File: src/design/radix_string_to_int_saturating_unit_macros.svh
// Assertion macros shared by the string-to-integer converter modules.
// Depends on a clock named clk_i and an active-low reset named rst_ni in scope.
`ifndef RADIX_STRING_TO_INT_SATURATING_UNIT_MACROS_SVH
`define RADIX_STRING_TO_INT_SATURATING_UNIT_MACROS_SVH

// Same-cycle implication, checked outside reset.
`define RSTSI_ASSERT_IMPL(label, ante, cons) \
  label: assert property (@(posedge clk_i) disable iff (!rst_ni) (ante) |-> (cons)) \
    else $error("rstsi: same-cycle check failed");

// Next-cycle implication, checked outside reset.
`define RSTSI_ASSERT_NEXT(label, ante, cons) \
  label: assert property (@(posedge clk_i) disable iff (!rst_ni) (ante) |=> (cons)) \
    else $error("rstsi: next-cycle check failed");

`endif

File: src/design/rstsi_pkg.sv
// Package for the string-to-integer converter: payload types, classified
// byte token, character codes and saturation limits. No dependencies.
package rstsi_pkg;

  localparam int unsigned ChW     = 8;
  localparam int unsigned RadixW  = 6;
  localparam int unsigned ValW    = 32;
  localparam int unsigned EndW    = 16;
  localparam int unsigned PosBits = 16;

  // Depth of the queue between front and back.
  localparam int unsigned QDepth = 2;
  localparam int unsigned QPtrW  = (QDepth > 1) ? $clog2(QDepth) : 1;
  localparam int unsigned QCntW  = $clog2(QDepth + 1);

  // Configuration register indexes.
  localparam logic CfgIdxRadix    = 1'b0;
  localparam logic CfgIdxUnsigned = 1'b1;
  localparam logic [RadixW-1:0] RadixReset = RadixW'(10);

  // Character codes.
  localparam logic [ChW-1:0] ChTab   = 8'h09;
  localparam logic [ChW-1:0] ChCr    = 8'h0D;
  localparam logic [ChW-1:0] ChSpace = 8'h20;
  localparam logic [ChW-1:0] ChPlus  = 8'h2B;
  localparam logic [ChW-1:0] ChMinus = 8'h2D;
  localparam logic [ChW-1:0] ChZero  = 8'h30;
  localparam logic [ChW-1:0] ChNine  = 8'h39;
  localparam logic [ChW-1:0] ChUpA   = 8'h41;
  localparam logic [ChW-1:0] ChUpZ   = 8'h5A;
  localparam logic [ChW-1:0] ChLoA   = 8'h61;
  localparam logic [ChW-1:0] ChLoZ   = 8'h7A;
  localparam logic [ChW-1:0] ChUpX   = 8'h58;
  localparam logic [ChW-1:0] ChLoX   = 8'h78;

  // Digit code for a byte that is no digit at all; above every valid base.
  localparam logic [RadixW-1:0] DigitNone = '1;

  // Bases.
  localparam logic [RadixW-1:0] BaseAuto = RadixW'(0);
  localparam logic [RadixW-1:0] BaseBad  = RadixW'(1);
  localparam logic [RadixW-1:0] BaseOct  = RadixW'(8);
  localparam logic [RadixW-1:0] BaseDec  = RadixW'(10);
  localparam logic [RadixW-1:0] BaseHex  = RadixW'(16);
  localparam logic [RadixW-1:0] BaseMax  = RadixW'(36);

  // Saturation limits.
  localparam logic [ValW-1:0] SatUnsigned = 32'hFFFF_FFFF;
  localparam logic [ValW-1:0] SatNegative = 32'h8000_0000;
  localparam logic [ValW-1:0] SatPositive = 32'h7FFF_FFFF;

  typedef struct packed {
    logic [ChW-1:0] ch;
    logic           first;
  } rstsi_in_t;

  typedef struct packed {
    logic [ValW-1:0] value;
    logic [EndW-1:0] end_offset;
    logic            range_error;
  } rstsi_out_t;

  // One byte after classification by the front.
  typedef struct packed {
    logic              first;
    logic              is_space;
    logic              is_minus;
    logic              is_plus;
    logic              is_zero;
    logic              is_x;
    logic [RadixW-1:0] digit;
  } rstsi_tok_t;

  typedef struct packed {
    logic [RadixW-1:0] radix;
    logic              unsigned_mode;
  } rstsi_cfg_t;

endpackage

File: src/design/radix_string_to_int_saturating_unit.sv
// Top level of the streaming string-to-integer converter with saturation.
// Depends on rstsi_pkg, rstsi_front, rstsi_fifo and rstsi_back.
//
//   Channel  | Signals                              | Moves
//   ---------+--------------------------------------+----------------------------
//   input    | push_i, full_o, in_i                 | one byte and its first flag
//   result   | empty_o, pop_i, out_o                | value, end offset, range flag
//   config   | cfg_we_i, cfg_idx_i, cfg_data_i      | radix, unsigned mode
//
// The back steps each byte through the single multiply-add by the base in the
// digit step. A byte is written into the two-entry queue at the edge that
// accepts it; the back then takes it from the queue and registers the result.
// A waiting result stalls the back only; the queue keeps taking bytes until full.
// Reset is asynchronous and leaves the block idle with radix 10, signed mode.
module radix_string_to_int_saturating_unit (
  input  logic                                   clk_i,
  input  logic                                   rst_ni,
  input  logic                                   push_i,
  output logic                                   full_o,
  input  rstsi_pkg::rstsi_in_t                   in_i,
  output logic                                   empty_o,
  input  logic                                   pop_i,
  output rstsi_pkg::rstsi_out_t                  out_o,
  input  logic                                   cfg_we_i,
  input  logic                                   cfg_idx_i,
  input  logic [rstsi_pkg::RadixW-1:0]           cfg_data_i
);
  import rstsi_pkg::*;

  rstsi_cfg_t cfg_q;
  rstsi_tok_t front_tok, q_tok;
  logic       front_push, q_full, q_empty, back_pop;

  // Configuration registers.
  always_ff @(posedge clk_i or negedge rst_ni) begin
    if (!rst_ni) begin
      cfg_q.radix         <= RadixReset;
      cfg_q.unsigned_mode <= 1'b0;
    end else if (cfg_we_i) begin
      unique case (cfg_idx_i)
        CfgIdxRadix:    cfg_q.radix         <= cfg_data_i;
        CfgIdxUnsigned: cfg_q.unsigned_mode <= cfg_data_i[0];
        default: begin
        end
      endcase
    end
  end

  assign full_o = q_full;

  rstsi_front u_front (
    .in_i       (in_i),
    .push_i     (push_i),
    .q_full_i   (q_full),
    .tok_o      (front_tok),
    .tok_push_o (front_push)
  );

  rstsi_fifo u_fifo (
    .clk_i   (clk_i),
    .rst_ni  (rst_ni),
    .push_i  (front_push),
    .data_i  (front_tok),
    .full_o  (q_full),
    .pop_i   (back_pop),
    .data_o  (q_tok),
    .empty_o (q_empty)
  );

  rstsi_back u_back (
    .clk_i       (clk_i),
    .rst_ni      (rst_ni),
    .cfg_i       (cfg_q),
    .tok_i       (q_tok),
    .tok_valid_i (!q_empty),
    .tok_pop_o   (back_pop),
    .out_o       (out_o),
    .empty_o     (empty_o),
    .pop_i       (pop_i)
  );

endmodule

File: src/design/rstsi_front.sv
// Front of the converter: classifies each incoming byte into a token.
// Depends on rstsi_pkg.
module rstsi_front (
  input  rstsi_pkg::rstsi_in_t  in_i,
  input  logic                  push_i,
  input  logic                  q_full_i,
  output rstsi_pkg::rstsi_tok_t tok_o,
  output logic                  tok_push_o
);
  import rstsi_pkg::*;

  logic [ChW-1:0] ch;

  assign ch = in_i.ch;

  // Byte classes and digit value.
  always_comb begin
    tok_o.first    = in_i.first;
    tok_o.is_space = ((ch >= ChTab) && (ch <= ChCr)) || (ch == ChSpace);
    tok_o.is_minus = (ch == ChMinus);
    tok_o.is_plus  = (ch == ChPlus);
    tok_o.is_zero  = (ch == ChZero);
    tok_o.is_x     = (ch == ChUpX) || (ch == ChLoX);
    if ((ch >= ChZero) && (ch <= ChNine)) begin
      tok_o.digit = RadixW'(ch - ChZero);
    end else if ((ch >= ChUpA) && (ch <= ChUpZ)) begin
      tok_o.digit = RadixW'(ch - ChUpA + 8'd10);
    end else if ((ch >= ChLoA) && (ch <= ChLoZ)) begin
      tok_o.digit = RadixW'(ch - ChLoA + 8'd10);
    end else begin
      tok_o.digit = DigitNone;
    end
  end

  // A request is taken when the queue has room.
  assign tok_push_o = push_i && !q_full_i;

endmodule

File: src/design/rstsi_fifo.sv
// Short token queue between the front and the back of the converter.
// Depends on rstsi_pkg and the assertion macro header.
`include "radix_string_to_int_saturating_unit_macros.svh"

module rstsi_fifo (
  input  logic                  clk_i,
  input  logic                  rst_ni,
  input  logic                  push_i,
  input  rstsi_pkg::rstsi_tok_t data_i,
  output logic                  full_o,
  input  logic                  pop_i,
  output rstsi_pkg::rstsi_tok_t data_o,
  output logic                  empty_o
);
  import rstsi_pkg::*;

  rstsi_tok_t       store_q [QDepth];
  logic [QPtrW-1:0] wr_ptr_q, wr_ptr_d, rd_ptr_q, rd_ptr_d;
  logic [QCntW-1:0] count_q, count_d;
  logic             do_push, do_pop;

  assign full_o  = (count_q == QCntW'(QDepth));
  assign empty_o = (count_q == '0);
  assign do_push = push_i && !full_o;
  assign do_pop  = pop_i && !empty_o;
  assign data_o  = store_q[rd_ptr_q];

  // Pointer and fill count update.
  always_comb begin
    wr_ptr_d = wr_ptr_q;
    rd_ptr_d = rd_ptr_q;
    count_d  = count_q;
    if (do_push) begin
      wr_ptr_d = (wr_ptr_q == QPtrW'(QDepth - 1)) ? '0 : wr_ptr_q + 1'b1;
    end
    if (do_pop) begin
      rd_ptr_d = (rd_ptr_q == QPtrW'(QDepth - 1)) ? '0 : rd_ptr_q + 1'b1;
    end
    if (do_push && !do_pop) begin
      count_d = count_q + 1'b1;
    end else if (do_pop && !do_push) begin
      count_d = count_q - 1'b1;
    end
  end

  always_ff @(posedge clk_i or negedge rst_ni) begin
    if (!rst_ni) begin
      wr_ptr_q <= '0;
      rd_ptr_q <= '0;
      count_q  <= '0;
    end else begin
      wr_ptr_q <= wr_ptr_d;
      rd_ptr_q <= rd_ptr_d;
      count_q  <= count_d;
    end
  end

  // Token storage.
  always_ff @(posedge clk_i) begin
    if (do_push) begin
      store_q[wr_ptr_q] <= data_i;
    end
  end

  `RSTSI_ASSERT_IMPL(a_count_bound, 1'b1, count_q <= QCntW'(QDepth))
  `RSTSI_ASSERT_NEXT(a_count_up, do_push && !do_pop, count_q == $past(count_q) + 1'b1)
  `RSTSI_ASSERT_NEXT(a_count_down, do_pop && !do_push, count_q == $past(count_q) - 1'b1)

endmodule

File: src/design/rstsi_back.sv
// Back of the converter: parses tokens, accumulates digits, saturates and
// holds the result register. Depends on rstsi_pkg and the macro header.
`include "radix_string_to_int_saturating_unit_macros.svh"

module rstsi_back (
  input  logic                  clk_i,
  input  logic                  rst_ni,
  input  rstsi_pkg::rstsi_cfg_t cfg_i,
  input  rstsi_pkg::rstsi_tok_t tok_i,
  input  logic                  tok_valid_i,
  output logic                  tok_pop_o,
  output rstsi_pkg::rstsi_out_t out_o,
  output logic                  empty_o,
  input  logic                  pop_i
);
  import rstsi_pkg::*;

  typedef enum logic [2:0] {
    PhIdle,
    PhLead,
    PhSigned,
    PhZero,
    PhXpref,
    PhDigits
  } phase_e;

  localparam int unsigned ProdW = ValW + RadixW + 1;

  phase_e              phase_q, phase_d;
  logic [ValW-1:0]     acc_q, acc_d;
  logic [RadixW-1:0]   base_q, base_d;
  logic                neg_q, neg_d;
  logic                ovf_q, ovf_d;
  logic                seen_q, seen_d;
  logic [PosBits-1:0]  pos_q, pos_d;
  logic                out_valid_q, out_valid_d;
  rstsi_out_t          out_q, out_d;

  // Working copies inside the step logic.
  phase_e              ph;
  logic [ValW-1:0]     acc;
  logic [RadixW-1:0]   base;
  logic                neg, ovf, seen;
  logic [PosBits-1:0]  cur_pos;
  logic                begin_num, feed, fin, out_ready;
  logic [ProdW-1:0]    prod;
  logic [ValW-1:0]     res_val;
  logic                res_err;

  assign out_ready = !out_valid_q || pop_i;
  assign tok_pop_o = tok_valid_i && out_ready;
  assign out_o     = out_q;
  assign empty_o   = !out_valid_q;

  // One token per cycle if out_ready: restart, prefix, digit step, finish.
  always_comb begin
    phase_d     = phase_q;
    acc_d       = acc_q;
    base_d      = base_q;
    neg_d       = neg_q;
    ovf_d       = ovf_q;
    seen_d      = seen_q;
    pos_d       = pos_q;
    out_valid_d = out_valid_q && !pop_i;
    out_d       = out_q;
    ph          = phase_q;
    acc         = acc_q;
    base        = base_q;
    neg         = neg_q;
    ovf         = ovf_q;
    seen        = seen_q;
    cur_pos     = pos_q;
    begin_num   = 1'b0;
    feed        = 1'b0;
    fin         = 1'b0;
    prod        = '0;
    res_val     = '0;
    res_err     = 1'b0;
    if (tok_pop_o) begin
      if (tok_i.first) begin
        ph      = PhLead;
        acc     = '0;
        base    = cfg_i.radix;
        neg     = 1'b0;
        ovf     = 1'b0;
        seen    = 1'b0;
        cur_pos = '0;
      end
      if (ph != PhIdle) begin
        pos_d = PosBits'(cur_pos + 1'b1);
        unique case (ph)
          PhIdle: begin
          end
          PhLead: begin
            if (tok_i.is_space) begin
            end else if (tok_i.is_minus) begin
              neg = 1'b1;
              ph  = PhSigned;
            end else if (tok_i.is_plus) begin
              ph = PhSigned;
            end else begin
              begin_num = 1'b1;
            end
          end
          PhSigned: begin
            begin_num = 1'b1;
          end
          PhZero: begin
            if (tok_i.is_x) begin
              base = BaseHex;
              ph   = PhXpref;
            end else begin
              base = (base == BaseAuto) ? BaseOct : BaseHex;
              seen = 1'b1;
              acc  = '0;
              ph   = PhDigits;
              feed = 1'b1;
            end
          end
          PhXpref, PhDigits: begin
            feed = 1'b1;
          end
          default: begin
            ph = PhIdle;
          end
        endcase

        // Start of the number proper: base check and leading zero.
        if (begin_num) begin
          if ((base == BaseBad) || (base > BaseMax)) begin
            fin = 1'b1;
          end else if (tok_i.is_zero && ((base == BaseAuto) || (base == BaseHex))) begin
            ph = PhZero;
          end else begin
            if (base == BaseAuto) begin
              base = BaseDec;
            end
            ph   = PhDigits;
            feed = 1'b1;
          end
        end

        // Digit step: multiply-add by the base, sticky overflow.
        if (feed) begin
          if (tok_i.digit >= base) begin
            fin = 1'b1;
          end else begin
            seen = 1'b1;
            prod = ProdW'(acc) * ProdW'(base) + ProdW'(tok_i.digit);
            if (!ovf && (prod[ProdW-1:ValW] == '0)) begin
              acc = prod[ValW-1:0];
            end else begin
              ovf = 1'b1;
            end
          end
        end

        // Terminating byte: saturate, negate and emit.
        if (fin) begin
          if (seen) begin
            res_val = acc;
            if (ovf || (!cfg_i.unsigned_mode &&
                        (neg ? (acc > SatNegative) : (acc > SatPositive)))) begin
              res_err = 1'b1;
              res_val = cfg_i.unsigned_mode ? SatUnsigned :
                        (neg ? SatNegative : SatPositive);
            end
            if (neg) begin
              res_val = '0 - res_val;
            end
            out_d.end_offset = EndW'(32'(cur_pos));
          end else begin
            out_d.end_offset = '0;
          end
          out_d.value       = res_val;
          out_d.range_error = res_err;
          out_valid_d       = 1'b1;
          ph                = PhIdle;
        end
      end
      phase_d = ph;
      acc_d   = acc;
      base_d  = base;
      neg_d   = neg;
      ovf_d   = ovf;
      seen_d  = seen;
    end
  end

  always_ff @(posedge clk_i or negedge rst_ni) begin
    if (!rst_ni) begin
      phase_q     <= PhIdle;
      acc_q       <= '0;
      base_q      <= '0;
      neg_q       <= 1'b0;
      ovf_q       <= 1'b0;
      seen_q      <= 1'b0;
      pos_q       <= '0;
      out_valid_q <= 1'b0;
    end else begin
      phase_q     <= phase_d;
      acc_q       <= acc_d;
      base_q      <= base_d;
      neg_q       <= neg_d;
      ovf_q       <= ovf_d;
      seen_q      <= seen_d;
      pos_q       <= pos_d;
      out_valid_q <= out_valid_d;
    end
  end

  // Result payload.
  always_ff @(posedge clk_i) begin
    out_q <= out_d;
  end

  `RSTSI_ASSERT_IMPL(a_digits_seen, phase_q == PhDigits, seen_q)
  `RSTSI_ASSERT_IMPL(a_ovf_seen, ovf_q, seen_q)
  `RSTSI_ASSERT_IMPL(a_sat_value, out_valid_q && out_q.range_error,
    (out_q.value == SatUnsigned) || (out_q.value == 32'h0000_0001) ||
    (out_q.value == SatNegative) || (out_q.value == SatPositive) ||
    (out_q.value == 32'h8000_0001))

endmodule

File: config.mk
export PLATFORM = sky130hd
export DESIGN_NAME = radix_string_to_int_saturating_unit
export DESIGN_NICKNAME = d
export VERILOG_FILES = /design/src/design/rstsi_pkg.sv /design/src/design/radix_string_to_int_saturating_unit.sv /design/src/design/rstsi_front.sv /design/src/design/rstsi_fifo.sv /design/src/design/rstsi_back.sv
export VERILOG_INCLUDE_DIRS = /design/src /design/src/design
export SDC_FILE = /design/constraint.sdc
export NUM_CORES = 1
export LEC_CHECK = 0
export BUFFER_PORTS_ARGS = -buffer_cell sky130_fd_sc_hd__buf_2
export CORE_MARGIN = 4
export CORE_UTILIZATION = 35
export DETAILED_ROUTE_END_ITERATION = 10
export PLACE_DENSITY = 0.48
export REMOVE_ABC_BUFFERS = 1
export SYNTH_ARGS = -nofsm -noshare
export SYNTH_HDL_FRONTEND = slang
export SYNTH_SLANG_ARGS = --single-unit
File: constraint.sdc
create_clock -name clk_i -period 32.9 [get_ports clk_i]
set_input_delay 4.935 -clock clk_i [delete_from_list [all_inputs] [get_ports clk_i]]
set_output_delay 4.935 -clock clk_i [all_outputs]
set_load 0.02 [all_outputs]
# Word level (Yosys, flattened, before mapping)
# Memories as Yosys holds them, arrays and structs flattened.
# Cells that the tools add are included.
# totals
ff_bits,121
ram_bits,24
in_bits,21
out_inout_bits,51
wordCells,201
n_memories,1
# memory_table
name,words,width,read_ports,rd_clocked_by_memory_dff,write_ports,line,rtl
u_fifo.store_q,2,12,1,0,1,rstsi_fifo.sv:17,rstsi_tok_t store_q [QDepth];
# classes
add_sub_neg,12
n_mul,1
order_cmp,12
n_eq_ne,14
mux,103
n_bitwise,1
n_reduce_logical,41
# op_table
operator,count
two-way mux 32 bit,19
two-way mux 6 bit,16
two-way mux 1 bit,50
adder 38 x 6 -> 39 bit,1
multiplier 32 x 6 -> 38 bit,1
"== test 8 x 6 -> 1 bit, second input constant",4
"greater-than comparator 32 x 31 -> 1 bit, second input constant",1
"greater-than comparator 32 bit, second input constant",1
two-way mux 16 bit,2
"subtractor 1 x 32 -> 32 bit, first input constant",1
two-way mux 3 bit,10
"adder 16 x 1 -> 16 bit, second input constant",1
"== test 8 x 7 -> 1 bit, second input constant",2
"greater-or-equal comparator 8 x 7 -> 1 bit, second input constant",2
"less-or-equal comparator 8 x 7 -> 1 bit, second input constant",2
logical AND 1 bit,14
"adder 6 x 4 -> 6 bit, second input constant",2
zero test 6 bit,2
"subtractor 6 bit, second input constant",2
one-hot mux 3 bit (3 select lines),1
"greater-or-equal comparator 8 x 4 -> 1 bit, second input constant",1
"greater-or-equal comparator 8 x 6 -> 1 bit, second input constant",1
"less-or-equal comparator 8 x 4 -> 1 bit, second input constant",1
"less-or-equal comparator 8 x 6 -> 1 bit, second input constant",1
27 further kinds,46

# Logic depth before layout (Yosys ltp)
# Gate-level depths: netlist (run 1).
# depth
ltp_word,38
mapped_depth,46
mapped_depth_nobuf,38

# Hierarchy
# Synthesis (run 1) repeated with hierarchy kept, for this count alone.
# unflattened
hier_cells,1754
area_unflattened_um2,15421.0
# by_module_without_submodules
mod,n_inst,cells_each,area_per_inst_um2,seq_area_each_um2
rstsi_back,1,1609,13475.4,2997.9
rstsi_fifo,1,56,1107.3,820.8
rstsi_front,1,71,526.8,0.0
radix_string_to_int_saturating_unit,1,18,311.5,177.7

# Worst setup path before layout (run 1)
# OpenSTA, ideal clock, no wires.
# synth_timing
path_kind,register to register
start,reg u_fifo.rd_ptr_q
end,"reg u_back.out_q, in the netlist u_back.out_o[37], data pin"
setup_time_ns,0.266
t_arrival_ns,10.208
required_ns,32.634
setup_slack_ns,22.426
stages_incl_launch_ff,44
n_path_buf,13
synth_period_minus_slack_ns,10.474
cell_sequence,dfrtp_1 > buf_2 > mux2i_4 > buf_2 > buf_1 > buf_1 > clkbuf_1 > buf_1 > clkbuf_1 > clkbuf_1 > clkbuf_1 > nand4_1 > fa_1 > fa_1 > inv_1 > fa_1 > inv_1 > fa_1 > [... 8 more ...] > or4_4 > nor4_4 > buf_4 > buf_6 > buf_6 > buf_2 > nor2_1 > a21oi_1 > nand2_1 > nand2_1 > ha_1 > o21ai_0 > a31oi_1 > nor2b_1 > mux2i_1 > a22oi_1 > xor2_1 > nor2_1
# synth_between
elab_chain_len,37
elab_cells_between_ends,93
classes_between,add/sub: 2; mul: 1; order compare: 4; eq/ne: 7; mux: 67; reduce/logical: 11; memory: 1
# synth_rtl
element,line,rtl
"start, declared",rstsi_fifo.sv:18,"logic [QPtrW-1:0] wr_ptr_q, wr_ptr_d, rd_ptr_q, rd_ptr_d;"
"start signal, assigned",rstsi_fifo.sv:53,rd_ptr_q <= rd_ptr_d;
memory read (2 x 12 bit) (*),--,
"parallel branches: the longest is 36 deep, another holds greater-than comparator 6 bit",--,
"end signal, assigned",rstsi_back.sv:214,out_q <= out_d;
"end, declared",rstsi_back.sv:37,"rstsi_out_t out_q, out_d;"
# Mark *: on every way between the ends. The select of a mux whose other input is x is not followed.
# A chain may end at the register's enable or synchronous reset.

# Final worst setup path (run 1)
# layout_timing
start,reg u_fifo.rd_ptr_q
end,"reg u_back.out_q, in the netlist u_back.out_o[45], data pin"
# Same word-level chain as after synthesis.

==> results of run 1 <==
==> registers in the layout (all words and copies together), names as in the netlist, 2 cells and up <==
signal and count:
u_back.out_o 49, u_back.acc_q 32, u_fifo.store_q 24, u_back.pos_q 16, cfg_q 7, u_back.base_q 6, u_back.phase_q 3, u_fifo.count_q 2
==> kinds of logic (layout without fill, tap and decap cells) <==
| family | Yosys count | count (layout) |
|---|---|---|
| AOI/OAI and AO/OA | 400 | 400 |
| xor gates and xnor gates | 47 | 47 |
| and+or+nand+nor | 806 | 806 |
| buffers and inverters | 161 | 195 |
| muxes | 59 | 59 |
| DFF | 145 | 145 |
| adders and majority gates | 229 | 229 |
==> area by class of cell <==
type / instances / area [µm²]
inverters: 65 / 244.0
flip-flops and latches: 145 / 3996
clock buffers: 22 / 464.2
fillers: 4714 / 27780
multi-input cells: 1541 / 11320
clock inverters: 10 / 160.2
repair buffers: 98 / 560.5
well taps: 600 / 750.7
==> metal layers <==
layer	global-route usage	share of wire	vias up
li1	-	-	6611
met1	0.3062	0.45	7029
met2	0.3716	0.48	470
met3	0.02105	0.048	69
met4	0.05442	0.023	0
met5	0	0	-
==> cell usage after synthesis, types with 22 or more instances <==
master / count / area (µm²)
nor2_1: 285 / 1070
nand2_1: 207 / 777.0
fa_1: 124 / 2482
a21oi_1: 119 / 595.6
o21ai_0: 106 / 530.5
ha_1: 105 / 1314
nand3_1: 82 / 410.4
edfxtp_1: 73 / 2192
dfrtp_1: 70 / 1752
inv_1: 65 / 244.0
clkbuf_1: 61 / 229.0
and2_1: 37 / 231.5
and3_1: 37 / 231.5
mux2i_1: 33 / 330.3
nand4_1: 30 / 187.7
nor3_1: 29 / 145.1
xnor2_1: 27 / 236.5
a21o_1: 25 / 187.7
mux2_2: 22 / 247.7
==> worst max-delay path, delay by kind of cell, from the launching register on <==
family | cells | cell delay (ns)
AOI/OAI and AO/OA | 14 | 5.03
adders and majority gates | 6 | 2.52
buffers and inverters | 5 | 2.04
and+or+nand+nor | 8 | 1.99
DFF | 1 | 0.84
muxes | 2 | 0.44
==> path summary, 6_finish.rpt <==
path                                          to  cells after the start       startpoint
worst max-delay path            u_back.out_o[45]                     35  u_fifo.rd_ptr_q
worst min-delay path             u_back.pos_q[4]                      1  u_back.pos_q[4]
worst max register to register  u_back.out_o[45]                     35  u_fifo.rd_ptr_q
worst min register to register   u_back.pos_q[4]                      1  u_back.pos_q[4]
max in group asynchronous        u_back.acc_q[2]                      1           rst_ni
min in group asynchronous        u_back.pos_q[7]                      1           rst_ni
==> through the flow <==
stage,setup WS [ns],util,hold WS (ns),instance area [µm²],cells
after global routing,18.86,0.3864,0.5302,17500,2481
after CTS,19.71,0.3864,0.4995,17500,2481
after detailed placement,19.74,0.3727,0.4856,16870,2449
after global placement,19.76,0.3727,0.4788,16870,2449
final,19.60,0.3864,0.5064,17500,2481
after floorplan,19.54,-,0.4435,15520,1751
==> where the power goes <==
part	total, mW	switching [mW]	internal [mW]	leakage [nW]
logic	0.698	0.490	0.208	6.02
registers	0.278	0.0380	0.240	1.64
clock network	0.210	0.0798	0.131	0.294
total	1.19	0.608	0.579	7.95
==> reports/metrics.cfg, run 1 <==
[run_status]
status = complete, no violations

[synth]
synth_top_family_by_area = adder cells
yosys.area_share.xor_xnor = 0.02624
postSynthCellCount = 1847
syn_area_um2 = 15970
ys_types = 100
synthAdderAreaFrac = 0.2377
synth-compound-area-share = 0.1642
avgSynthCellArea_um2 = 8.647
synth_ff_type = edfxtp_1
synthArstFlopShare = 0.4966
synth_seq_cells = 145
synth-edff-count = 73
yosys.area_share.simple = 0.2376
synthMuxAreaShare = 0.04042
yosys_warnings = 0
synth_seq_area_share = 0.2502

[setup_path]
crit_path_end_kind = flip-flop
crit_required_ns = 33.07
critPathMaxStageDelay_ns = 0.85
crit_type = reg2reg
reg2reg_slack_ns = 19.60
critPathMaxFanout = 78
worstPathArrival_ns = 13.48
slowest_stage = a21o_2
crit_top_cell = buf_4
start_kind = flip-flop

[sta]
setup_violations = 0
maxSlewViolCount = 0
max_freq_mhz = 75.17
post-route-period-util = 0.4044
relSlewSlack = 0.2075
grt_setup_unrepaired = no
tns_ns = 0
fin_crit_ns = 13.30
hold_viol = 0
tightest_slew_ns = 1.181
fin_worst_skew_ns = 0.009611

[pwr]
ir_drop_uv = 45.59
powerDensity_nw_per_um2 = 67.78
power_mw = 1.186
power.leakage_nw = 7.953

[clock_tree]
cts_made_buffers = 17
htree_levels = 4
cts_buffer_depth = 2
cts_tree = built
clk_latency_ns = 0.44
clk_pin_slew_worst_paths_ns = 0.06
cts_root_buf = clkbuf_16
cts_num_sinks = 145
postCtsSetupBuffers = 0
cts_resized = 0
ctsHoldBuffers = 0

[floorplanning]
ios = 72
dieArea_um2 = 49120
row_count = 78
die_h_um = 221.6
die_x_um = 221.6
core_area_um2 = 45280
initial_core_util = 0.3527

[placed_design]
port_buffers = 71
detailed_place_hpwl_mm = 43.62
gp_routability_congestion = 0.9130

[route]
drtIter0Drc = 1124
num_vias = 14180
drc = 0
firstDrtPassIters = 5
drt-total-wl_mm = 55.60
avgRoutedWirePerCell_um = 22.41
ant_nets = 0
routed_via_density = 5.715

[flow_run]
max_cap_violations = 0

[hold_path]
hp-class = reg2reg

[cells_and_area]
insertedDiodeCount = 0
area_delta_synth_final_pct = 9.565
drive_above_1_share = 0.1053
final_cell_mix = nor2_1, nand2_1, fa_1
fin_nets = 2118
final_common_cell = nor2_1

[global_routing]
grt_overflow = 0
gr-usage-all-layers = 0.2201
grt_max_degree = 79
first_global_vias = 14120
antenna_found_initial = 0
grt_pass1_wl_mm = 85.90

No activity file was read; power rests on OpenSTA's default activity.
==> inputs of run 2 (changes only) <==
--- a/config.mk
+++ b/config.mk
@@ -6,11 +6,12 @@
 export SDC_FILE = /design/constraint.sdc
 export NUM_CORES = 1
 export LEC_CHECK = 0
+export ABC_AREA = 1
 export BUFFER_PORTS_ARGS = -buffer_cell sky130_fd_sc_hd__buf_2
 export CORE_MARGIN = 4
 export CORE_UTILIZATION = 35
 export DETAILED_ROUTE_END_ITERATION = 10
-export PLACE_DENSITY = 0.48
+export PLACE_DENSITY = 0.5
 export REMOVE_ABC_BUFFERS = 1
 export SYNTH_ARGS = -nofsm -noshare
 export SYNTH_HDL_FRONTEND = slang
==> constraint.sdc (replaced) <==
create_clock -name clk_i -period 12.1 [get_ports clk_i]
set_input_delay 1.815 -clock clk_i [delete_from_list [all_inputs] [get_ports clk_i]]
set_output_delay 1.815 -clock clk_i [all_outputs]
set_load 0.02 [all_outputs]
==> run 2 against run 1 <==
Against the previous run: combinational power rose to 5.3 times the previous value; final area fell by 1.9%; sequential share of layout area rose by 0.44 points; highest routed layer is now met5; critical path depth rose by 20; clock power rose to 2.6 times the previous value; synthesized area fell by 1.2%; fmax rose by 21%; worst hold slack got worse by 0.020 ns; clock skew barely moved; count of clock-buffer cells in the layout fell by 5; largest cell class unchanged; sequential power rose to 2.8 times the previous value; core utilization barely moved.
==> reports/metrics.cfg, run 2 <==
[clock_tree]
htree_levels = 4
clk_latency_ns = 0.44
cts_num_sinks = 145
cts_tree = built
cts_root_buf = clkbuf_16
cts_buffer_depth = 2
ctsHoldBuffers = 0
clk_pin_slew_worst_paths_ns = 0.07
cts_made_buffers = 17

[synth]
synth_top_area_cell = fa_1
synth-edff-count = 73
synth_seq_area_share = 0.2534
syn_area_um2 = 15770
postSynthCellCount = 2151
synth_top_area_frac = 0.1574
synth_common_cells = nand2_1, nor2_1, inv_1
avgSynthCellArea_um2 = 7.333
ys_types = 52
synthArstFlopShare = 0.4966
synth_seq_cells = 145
synthTopCellsByArea = fa_1, edfxtp_1, nand2_1
yosysMostFrequentCell = nand2_1
synth_ff_type = edfxtp_1
yosys_warnings = 0

[placed_design]
port_buffers = 71
place_ws_ns = 0.9677
place_inst = 2756
dpl_cell_area_um2 = 16580
detailed_place_hpwl_mm = 36.24
gp_routability_congestion = 0.9322

[sta]
max_freq_mhz = 91.28
grt_setup_unrepaired = no
hold_viol = 0
fin_crit_ns = 10.96
post-route-period-util = 0.9054
setup_ws_ns = 1.144
maxSlewViolCount = 0
setup_violations = 0
tns_ns = 0
hold_ws_ns = 0.4867
tightest_slew_ns = 1.130
relSlewSlack = 0.2443
fin_worst_skew_ns = 0.009759

[setup_path]
worstPathArrival_ns = 11.14
start_kind = flip-flop
crit_type = reg2reg
slowest_stage = dfrtp_2
critPathMaxFanout = 55
reg2reg_slack_ns = 1.14
crit_top_cell = nand2_1
crit_required_ns = 12.29
crit_path_end_kind = flip-flop
critPathMaxStageDelay_ns = 0.59

[cells_and_area]
insertedDiodeCount = 0
largest_reg_flops = 49
drive_above_1_share = 0.08515
fin_nets = 2433
multi_input_area_um2 = 10230
finalNonFillerCells = 2788
final_cell_mix = nand2_1, nor2_1, inv_1
final_common_cell = nand2_1
fin_area_um2 = 17170
area_delta_synth_final_pct = 8.852
fillerInstances = 4664
regArea_um2 = 3998

[route]
avgRoutedWirePerCell_um = 15.99
ant_nets = 0
firstDrtPassIters = 5
drtIter0Drc = 1015
drc = 0
routed_via_density = 4.862
num_vias = 13560
drt-total-wl_mm = 44.58

[global_routing]
grt_overflow = 0
grt_pass1_wl_mm = 72.66
gr-usage-all-layers = 0.1876
grt_max_degree = 73
first_global_vias = 13290
antenna_found_initial = 1

[floorplanning]
row_count = 77
initial_core_util = 0.3552
ios = 72
core_area_um2 = 44410
die_h_um = 220.3
dieArea_um2 = 48530
die_x_um = 220.3

[flow_run]
max_cap_violations = 0

[hold_path]
hp-class = reg2reg

[pwr]
ir_drop_uv = 136.5
powerDensity_nw_per_um2 = 294.0
power.leakage_nw = 9.247

[run_status]
status = complete, no violations

-- run 2: cell count changes in the layout (fill, tap and decap cells not counted), moves of 26 or more --
cell     change
nand2_1    +331
inv_1      +235
nor2_1      +61
nand3_1     +59
a21oi_1     -49
and2_1      -36
and3_1      -34
mux2i_1     -30
o21ai_0     -26
-- run 2: power by group --
| part | switching, mW | internal, mW |
|---|---|---|
| registers | 0.0696 | 0.715 |
| clock network | 0.241 | 0.295 |
| logic | 2.59 | 1.13 |
| total | 2.90 | 2.14 |
-- run 2: cells by family (layout without fill, tap and decap cells) --
| kind of cell | after synthesis | in the layout | synth area share |
|---|---|---|---|
| XOR/XNOR | 46 | 46 | 0.02554 |
| buffers and inverters | 381 | 426 | 0.09907 |
| multiplexers | 5 | 5 | 0.003331 |
| AND/OR/NAND/NOR | 1131 | 1131 | 0.3025 |
| flip-flops | 145 | 145 | 0.2534 |
| AO/OA/AOI/OAI | 214 | 214 | 0.07559 |
| adder cells (fa/ha/maj) | 229 | 229 | 0.2407 |
-- run 2: path summary, 6_finish.rpt --
path	from	to	cells after the start
worst max register to register	u_fifo.rd_ptr_q	u_back.out_o[33]	55
min in group asynchronous	rst_ni	u_back.pos_q[8]	1
worst max-delay path	u_fifo.rd_ptr_q	u_back.out_o[33]	55
max in group asynchronous	rst_ni	u_fifo.rd_ptr_q	1
worst min-delay path	u_back.base_q[0]	u_back.base_q[0]	2
worst min register to register	u_back.base_q[0]	u_back.base_q[0]	2
-- run 2: area by class of cell --
class                           instances  share of cell area
Sequential cell                       145              0.2328
Clock inverter                         15            0.009619
Clock buffer                           17             0.02478
Multi-Input combinational cell       1625              0.5956
Inverter                              312             0.06835
Tap cell                              592             0.04314
Timing Repair Buffer                   82             0.02565
-- run 2: routing by layer --
metal	track usage	up-vias	wire, µm
met5	0	-	11
met4	0.05192	2	1051
met3	0.03337	47	2321
met2	0.2863	292	19520
met1	0.2740	6394	21680
li1	-	6820	-
-- run 2: timing repair --
item,in CTS,in global routing
endpoints found under the setup margin,0,6
resized for setup,0,1
setup buffers,0,0
-- run 2: through the flow --
step,utilization,power (mW)
floorplan,-,3.423
global placement,0.3733,4.517
detailed placement,0.3733,4.502
CTS,0.3866,5.071
global route,0.3866,5.596
finish,0.3866,5.049
-- run 2: worst max-delay path, delay by kind of cell, from the launching register on --
kind / cells / cell delay [ns]
AND/OR/NAND/NOR: 41 / 5.74
adder cells (fa/ha/maj): 6 / 2.35
AO/OA/AOI/OAI: 2 / 0.54
buffers and inverters: 6 / 1.43
flip-flops: 1 / 0.59
==> inputs of run 3 (changes only) <==
--- a/config.mk
+++ b/config.mk
@@ -11,8 +11,8 @@
 export CORE_MARGIN = 4
 export CORE_UTILIZATION = 35
 export DETAILED_ROUTE_END_ITERATION = 10
-export PLACE_DENSITY = 0.5
-export REMOVE_ABC_BUFFERS = 1
+export PLACE_DENSITY = 0.48
 export SYNTH_ARGS = -nofsm -noshare
 export SYNTH_HDL_FRONTEND = slang
+export SYNTH_HIERARCHICAL = 1
 export SYNTH_SLANG_ARGS = --single-unit
==> constraint.sdc (replaced) <==
create_clock -name clk_i -period 13.6 [get_ports clk_i]
set_input_delay 2.04 -clock clk_i [delete_from_list [all_inputs] [get_ports clk_i]]
set_output_delay 2.04 -clock clk_i [all_outputs]
set_load 0.02 [all_outputs]
==> run 3 against run 2 <==
Against the previous run: worst setup slack improved by 0.081 ns; final area increased by 0.31%; power decreased by 19%; flip-flop and latch count unchanged; critical path depth decreased by 4; global-route usage increased by 1.7 points; synthesized area about the same; synthesized cell count increased by 0.79%; sequential power decreased by 17%; via count increased by 3.1%; wire length increased by 8.2%.
==> reports/metrics.cfg, run 3 <==
[clock_tree]
cts_resized = 0
ctsHoldBuffers = 0
cts_root_buf = clkbuf_16
postCtsSetupBuffers = 0
htree_levels = 4
clk_pin_slew_worst_paths_ns = 0.07
cts_num_sinks = 145
cts_buffer_depth = 2
cts_made_buffers = 17
cts_tree = built
clk_latency_ns = 0.47

[cells_and_area]
area_delta_synth_final_pct = 9.245
final_cell_mix = nand2_1, nor2_1, inv_1
largest_reg_flops = 49
final_common_cell = nand2_1
drive_above_1_share = 0.08540
fillerInstances = 4684
fin_nets = 2448
postLayoutCoreUtil = 0.3878
insertedDiodeCount = 0

[sta]
setup_ws_ns = 1.226
post-route-period-util = 0.9099
setup_violations = 0
hold_viol = 0
maxSlewViolCount = 0
relSlewSlack = 0.3408
fin_worst_skew_ns = 0.02149
fin_crit_ns = 12.37
max_freq_mhz = 80.81
tightest_slew_ns = 0.9851
grt_setup_unrepaired = no
tns_ns = 0

[setup_path]
crit_required_ns = 13.78
critPathMaxStageDelay_ns = 0.67
crit_path_end_kind = flip-flop
start_kind = flip-flop
crit_top_cell = nand2_1
worstPathArrival_ns = 12.56
slowest_stage = inv_1
reg2reg_slack_ns = 1.23
crit_type = reg2reg
critPathMaxFanout = 55

[placed_design]
port_buffers = 71
place_ws_ns = 1.313
gp_routability_congestion = 0.9196
detailed_place_hpwl_mm = 38.07

[route]
ant_nets = 0
avgRoutedWirePerCell_um = 17.19
drtIter0Drc = 908
drt-total-wl_mm = 48.23
firstDrtPassIters = 5
num_vias = 13970
routed_via_density = 4.980
drc = 0

[synth]
yosys.area_share.xor_xnor = 0.02278
synth_top_area_cell = fa_1
synth_ff_type = edfxtp_1
yosys_warnings = 6
synth_top_area_frac = 0.1574
synth_seq_area_share = 0.2535
synth-edff-count = 73
synthMuxAreaShare = 0
synth_seq_cells = 145
ys_types = 54
synth-compound-area-share = 0.07103
synth_common_cells = nand2_1, nor2_1, inv_1
synth_top_family_by_area = simple AND/OR/NAND/NOR gates
yosysMostFrequentCell = nand2_1
synthArstFlopShare = 0.4966
postSynthCellCount = 2168
yosys.area_share.simple = 0.3181
synthTopCellsByArea = fa_1, nand2_1, edfxtp_1
synthAdderAreaFrac = 0.2392
syn_nets = 2416
syn_area_um2 = 15770
avgSynthCellArea_um2 = 7.272

[global_routing]
grtUsageMet2 = 0.3257
gr-usage-all-layers = 0.2046
grt_pass1_wl_mm = 77.24
grt_overflow = 0
met1_usage = 0.2875
grtUsageMet3 = 0.03735
antenna_found_initial = 0
first_global_vias = 13840
grt-busiest-layer = met2
grt_max_degree = 73

[floorplanning]
dieArea_um2 = 48510
die_x_um = 220.2
die_h_um = 220.2
core_area_um2 = 44410
initial_core_util = 0.3550
row_count = 77
ios = 72

[flow_run]
max_cap_violations = 0

[hold_path]
hp-class = reg2reg

[pwr]
ir_drop_uv = 131.4
powerDensity_nw_per_um2 = 237.7
power.leakage_nw = 9.261

[run_status]
status = complete, no violations

[run 3: cell count changes after synthesis, moves of 5 or more]
cell | before | now
nand3_1 | 141 | 126
nand4_1 | 10 | 47
nand2_2 | 19 | 6
inv_2 | 6 | 15
xnor2_1 | 16 | 23
xor2_1 | 30 | 18
clkbuf_1 | 29 | 42
buf_4 | 12 | 7
nand2_1 | 539 | 594
nor2_1 | 346 | 330
inv_1 | 300 | 282
nand2_4 | 8 | 3
[run 3: path summary, 6_finish.rpt]
path | startpoint | to | cells after the start
max in group asynchronous | rst_ni | u_back/pos_q[1] | 2
worst min register to register | cfg_q[4] | cfg_q[4] | 2
worst max register to register | u_fifo/rd_ptr_q | u_back/out_o[35] | 51
worst min-delay path | cfg_q[4] | cfg_q[4] | 2
worst max-delay path | u_fifo/rd_ptr_q | u_back/out_o[35] | 51
min in group asynchronous | rst_ni | u_back/out_valid_q | 1
[run 3: report_power, final]
| group | total (mW) | switching [mW] | internal [mW] |
|---|---|---|---|
| Combinational | 2.96 | 2.09 | 0.867 |
| Sequential | 0.654 | 0.0470 | 0.607 |
| Clock | 0.481 | 0.221 | 0.260 |
[run 3: cells by family after synthesis]
kind of cell,Yosys count
simple gates,1179
buf+inv,374
fa+ha+maj,227
compound gates,202
flops,145
xor+xnor,41
[run 3: layer usage]
metal / share of wire / up-vias / wire length [µm]
li1: - / 6929 / -
met1: 0.48 / 6680 / 22970
met2: 0.45 / 316 / 21850
met3: 0.048 / 44 / 2323
met4: 0.023 / 0 / 1090
met5: 0 / - / 0
[run 3: per-stage QoR]
step	total power [mW]	std cells	area (µm²)	hold WS [ns]
finish	4.094	2805	17220	0.4621
global route	4.537	2805	17220	0.4714
global placement	3.603	2773	16630	0.4541
floorplan	2.800	2168	15770	0.4419
CTS	4.115	2805	17220	0.4660
detailed placement	3.604	2773	16630	0.4553
[run 3: critical path, delay by kind of cell (launching register included)]
family,cells,cell delay (ns)
AO/OA/AOI/OAI,6,1.46
buffers and inverters,5,1.63
flip-flops,1,0.53
adder cells (fa/ha/maj),6,2.32
AND/OR/NAND/NOR,34,6.08
[run 3: layout make-up]
type	count	area, µm²	area share
Multi-Input combinational cell	1649	10280	0.5971
Inverter	299	1122	0.06516
Sequential cell	145	3996	0.2320
Clock inverter	15	170.2	0.009879
Clock buffer	17	425.4	0.02470
Tap cell	592	740.7	0.04300
Timing Repair Buffer	88	485.5	0.02819
